## config.mk

```make
export PLATFORM = sky130hd
export DESIGN_NAME = qte_fifo
export DESIGN_NICKNAME = d
export VERILOG_FILES = /design/src/rtl/qte_pkg.sv /design/src/rtl/qte_fifo.sv
export VERILOG_INCLUDE_DIRS = /design/src /design/src/rtl
export SDC_FILE = /design/constraint.sdc
export NUM_CORES = 1
export LEC_CHECK = 0
export BUFFER_PORTS_ARGS = -buffer_cell sky130_fd_sc_hd__buf_2
export CAP_MARGIN = 20
export CORE_MARGIN = 1
export CORE_UTILIZATION = 50
export CTS_CLUSTER_SIZE = 40
export DETAILED_ROUTE_END_ITERATION = 10
export PLACE_DENSITY_LB_ADDON = 0.15
export SYNTH_ARGS = -nofsm -noshare
export SYNTH_HDL_FRONTEND = slang
export SYNTH_SLANG_ARGS = --single-unit
```

## constraint.sdc

```tcl
create_clock -name aclk -period 20.4 [get_ports aclk]
set_clock_uncertainty 0.15 [all_clocks]
set_input_delay 4.08 -clock aclk [delete_from_list [all_inputs] [get_ports aclk]]
set_output_delay 4.08 -clock aclk [all_outputs]
set_load 0.01 [all_outputs]
```

## src/rtl/quaternion_to_euler_angles_top_macros.svh

```systemverilog
// Assertion macros shared by the quaternion to Euler angle converter modules.
`ifndef QUATERNION_TO_EULER_ANGLES_TOP_MACROS_SVH
`define QUATERNION_TO_EULER_ANGLES_TOP_MACROS_SVH
`ifndef SYNTHESIS
`define QTE_ASSERT(lbl, prop, msg) \
    lbl: assert property (@(posedge aclk) disable iff (!aresetn) (prop)) else $error(msg);
`define QTE_ASSERT_NEXT(lbl, ante, cons, msg) \
    lbl: assert property (@(posedge aclk) disable iff (!aresetn) (ante) |=> (cons)) \
        else $error(msg);
`else
`define QTE_ASSERT(lbl, prop, msg)
`define QTE_ASSERT_NEXT(lbl, ante, cons, msg)
`endif
`endif

```

## src/rtl/qte_pkg.sv

```systemverilog
// Types and constants shared by the quaternion to Euler angle converter.
package qte_pkg;

    localparam int OPND_W      = 64;
    localparam int PROD_W      = 32;
    localparam int FIFO_DEPTH  = 4;
    localparam int FIFO_PTR_W  = 2;
    localparam int FIFO_CNT_W  = 3;

    localparam int CORDIC_STEPS = 24;
    localparam int CW           = 33;
    localparam int NORM_STEPS   = 6;
    localparam int NORM_DROP    = 35;
    localparam int CORDIC_LAT   = NORM_STEPS + CORDIC_STEPS + 3;

    localparam int SQRT_STEPS = 31;
    localparam int ROOT_LAT   = SQRT_STEPS + 3;
    localparam int BACK_LAT   = ROOT_LAT + CORDIC_LAT;

    localparam logic signed [CW-1:0] Z_HALF    = 33'sd589824000;
    localparam logic signed [CW-1:0] ROUND_OFS = 33'sd32768;
    localparam logic signed [15:0]   ANG_LIM   = 16'sd18000;
    localparam logic signed [15:0]   PITCH_LIM = 16'sd9000;

    localparam logic signed [CW-1:0] ATAN_TAB [CORDIC_STEPS] = '{
        33'sd294912000, 33'sd174096719, 33'sd91987925, 33'sd46694507,
        33'sd23437865, 33'sd11730358, 33'sd5866610, 33'sd2933484,
        33'sd1466765, 33'sd733385, 33'sd366693, 33'sd183347,
        33'sd91673, 33'sd45837, 33'sd22918, 33'sd11459,
        33'sd5730, 33'sd2865, 33'sd1432, 33'sd716,
        33'sd358, 33'sd179, 33'sd90, 33'sd45
    };

    typedef logic signed [OPND_W-1:0] opnd_t;

    typedef struct packed {
        opnd_t roll_y;
        opnd_t roll_x;
        opnd_t yaw_y;
        opnd_t yaw_x;
        opnd_t pitch_s;
    } opnd_set_t;

    typedef struct packed {
        logic f1_vld;
        logic f2_vld;
    } front_stat_t;

    typedef struct packed {
        logic yneg;
        logic xneg;
        logic zero;
    } vec_flags_t;

    typedef struct packed {
        logic clamp;
        logic neg;
    } pitch_flags_t;

    typedef struct packed {
        pitch_flags_t        pf;
        logic signed [30:0] s30;
    } root_side_t;

endpackage

```

## src/rtl/qte_fifo.sv

```systemverilog
// Short queue that decouples the front end from the angle pipelines.
`include "quaternion_to_euler_angles_top_macros.svh"
module qte_fifo import qte_pkg::*; (
    input  logic                  aclk,
    input  logic                  aresetn,
    input  logic                  push,
    input  opnd_set_t             push_data,
    input  logic                  pop,
    output opnd_set_t             head,
    output logic                  not_empty,
    output logic [FIFO_CNT_W-1:0] count
);

    opnd_set_t               mem_reg [FIFO_DEPTH];
    logic [FIFO_PTR_W-1:0]   wr_ptr_reg, rd_ptr_reg;
    logic [FIFO_CNT_W-1:0]   cnt_reg, cnt_next;

    always_ff @(posedge aclk) begin
        if (push) begin
            mem_reg[wr_ptr_reg] <= push_data;
        end
    end

    always_comb begin
        cnt_next = cnt_reg;
        if (push && !pop) begin
            cnt_next = cnt_reg + 1'b1;
        end else if (pop && !push) begin
            cnt_next = cnt_reg - 1'b1;
        end
    end

    always_ff @(posedge aclk) begin
        if (!aresetn) begin
            wr_ptr_reg <= '0;
            rd_ptr_reg <= '0;
            cnt_reg    <= '0;
        end else begin
            if (push) begin
                wr_ptr_reg <= wr_ptr_reg + 1'b1;
            end
            if (pop) begin
                rd_ptr_reg <= rd_ptr_reg + 1'b1;
            end
            cnt_reg <= cnt_next;
        end
    end

    assign head      = mem_reg[rd_ptr_reg];
    assign not_empty = (cnt_reg != '0);
    assign count     = cnt_reg;

    `QTE_ASSERT(a_no_overflow, !(push && cnt_reg == FIFO_CNT_W'(FIFO_DEPTH)), "queue overflow")
    `QTE_ASSERT(a_no_underflow, !(pop && cnt_reg == '0), "queue underflow")
    `QTE_ASSERT_NEXT(a_count_up, push && !pop, cnt_reg == $past(cnt_reg) + 1'b1, "bad count")

endmodule

```

==> results.toml <==
[floorplanning]
die_w_um = 308
ios = 648
die_y_um = 308
dieArea_sq_mm = 0.0951
core_sq_mm = 0.0932
rows = 112
initial_core_util = 0.504

[cells_and_area]
syn2layout_area_growth_pct = 18.1
final_cells = 3820
final_util = 0.595
drive_above_1_share = 0.460
largest_reg_flops = 1280
nNetsFinal = 2778

[status]
status = "completed"

[global_routing]
grt-ovfl-total = 0
grt_pass1_vias = 21800
grt_max_degree = 168
grt_pass1_wl_um = 141000
track_usage = 0.206
antenna_found_initial = 50

[drt]
drtPass1Iterations = 4
avgRoutedWirePerCell_um = 25.5
drtIter0Drc = 1627
vias = 20900
ant_nets = 0
routed_wl_um = 97500
route.detailed.drc = 0
via_per_inst = 5.48

[power_and_ir_drop]
p_per_area_mw_per_mm2 = 108
irDropWorstVdd_mv = 0.0903
finalPower_uw = 5980
p_leak_uw = 0.0185

[min_path]
min_path_type = "register to register"
hp-start = "wr_ptr_reg[1]"

[setup_path]
rr_endpoint = "mem_reg[2][264]"
cpPeakStageDelay_ps = 870
required_ps = 16170
slowest_stage = "buf_4"
reg2reg_depth = 6
end_kind = "output pin"
critPathMaxFanout = 46
r2r-start = "wr_ptr_reg[0]"
cpMostUsedCell = "buf_4"
rrSetupSlack_ps = 16280
cp-start-kind = "register"
crit_type = "register to output pin"
cp.arrival_ps = 5080
crit_end = "head[228]"
path_cells = "buf_4 -> buf_4 -> buf_4 -> mux4_2 -> buf_2"

[sta]
slew_headroom = 0.232
clock.fmax_mhz = 107
timing_worst_slew_pin_value_ps = 1150
setup_tns_ps = 0
hold_viol_final = 0
fin_crit_ps = 9310
drv_slew = 0
rsz0062_at_grt = "false"
min_period_over_period = 0.456
setup_violations = 0

[synthesis]
synth_area_leaders = "edfxtp_1 82%, mux4_2 15%, buf_12 1.4%, dfxtp_1 0.38%, buf_2 0.33%"
ys_async_sr_fraction = 0
ys_seq_elements = 1289
yosysSeqAreaShare = 0.823
yosys_warnings = 0
synth_common_cells = "1280 x edfxtp_1, 320 x mux4_2, 33 x buf_12"
synth.avg_cell_area_sq_um = 27.4
synthCells = 1714
netlist_area_sq_mm = 0.0469
yosys.area.top_type_share = 0.819
yosysMostFrequentCell = "edfxtp_1"
synth_edf_count = 1280
synth-main-ff-cell = "edfxtp_1"
yosysTopAreaCell = "edfxtp_1"
ys_types = 20
synth_nets = 2044

[job]
drv_cap = 0

[clock_tree]
cts_inserted_buffers = 134
cts_resized = 0
cts_tree = "done"
cts_hold_buf = 0
clockBufferDepth = 3
clk_latency_ps = 710
post_cts_buffers = 0
cts-root-buf = "clkbuf_16"
htreeDepth = 4
cts.clk_slew.worst_paths_ps = 60
cts_sinks = 1289

[placed_design]
portBuffers = 647
place_congestion = 0.777
placedCellCount = 3566
hpwl_um = 59900
-- stage by stage --
step	area [sq um]	worst slack (ps)	hold slack (ps)
after floorplan	46900	8240	366
after global placement	51100	11610	388
after detailed placement	51100	11580	417
after CTS	55400	10770	425
after global routing	55400	10500	457
final	55500	11090	423
-- worst min path at each step --
stage                     slack (ps)             to  depth (start not counted)
after floorplan                  370       count[2]                          2
after CTS                        430  wr_ptr_reg[1]                          2
after global routing             460       register                          2
after global placement           390       count[2]                          2
final                            420  wr_ptr_reg[1]                          2
after detailed placement         420  wr_ptr_reg[1]                          2
-- cells in the final DEF, fill, tap and decap left out, types with 5 or more instances in the layout --
cell,n
ha_1,5
dfxtp_1,7
bufinv_16,11
buf_2,647
buf_4,18
clkinv_2,12
mux4_2,320
buf_12,5
clkinv_1,31
clkbuf_1,30
clkinvlp_4,5
and2_1,5
diode_2,16
edfxtp_1,1280
clkbuf_16,140
-- kinds of logic after synthesis --
group	count (synthesis)	share of synthesized area
adder cells (fa/ha/maj)	6	0.00176
buffers and inverters	76	0.0187
multiplexers	322	0.154
XOR/XNOR	5	0.000933
AND/OR/NAND/NOR	14	0.00181
flip-flops	1289	0.823
AO/OA/AOI/OAI	2	0.000266
-- critical path: cells and delay by family (launching register included) --
kind                   cells  cell delay [ps]
buffers and inverters      4             2690
DFF                        1              840
muxes                      1              630
-- metal layers --
layer	vias to the layer above	part of all wire	GRT usage
met4	42	0.035	0.0885
met5	-	0.0029	0
met2	705	0.52	0.345
met1	11000	0.37	0.242
met3	224	0.079	0.0721
li1	8995	-	-
-- cell type report --
type                            count  area, sq um
Antenna cell                       16         40.0
Clock buffer                      170         3620
Clock inverter                     68          657
Fill cell                        6656        37700
Inverter                            4         15.0
Multi-Input combinational cell    349         7460
Sequential cell                  1289        38600
Tap cell                         1254         1570
Timing Repair Buffer              670         3470
-- power by group --
group / internal (uW) / switching, uW
Clock: 1390 / 955
Combinational: 240 / 311
Sequential: 3050 / 32.6
Power figures use the tool's default switching activity.
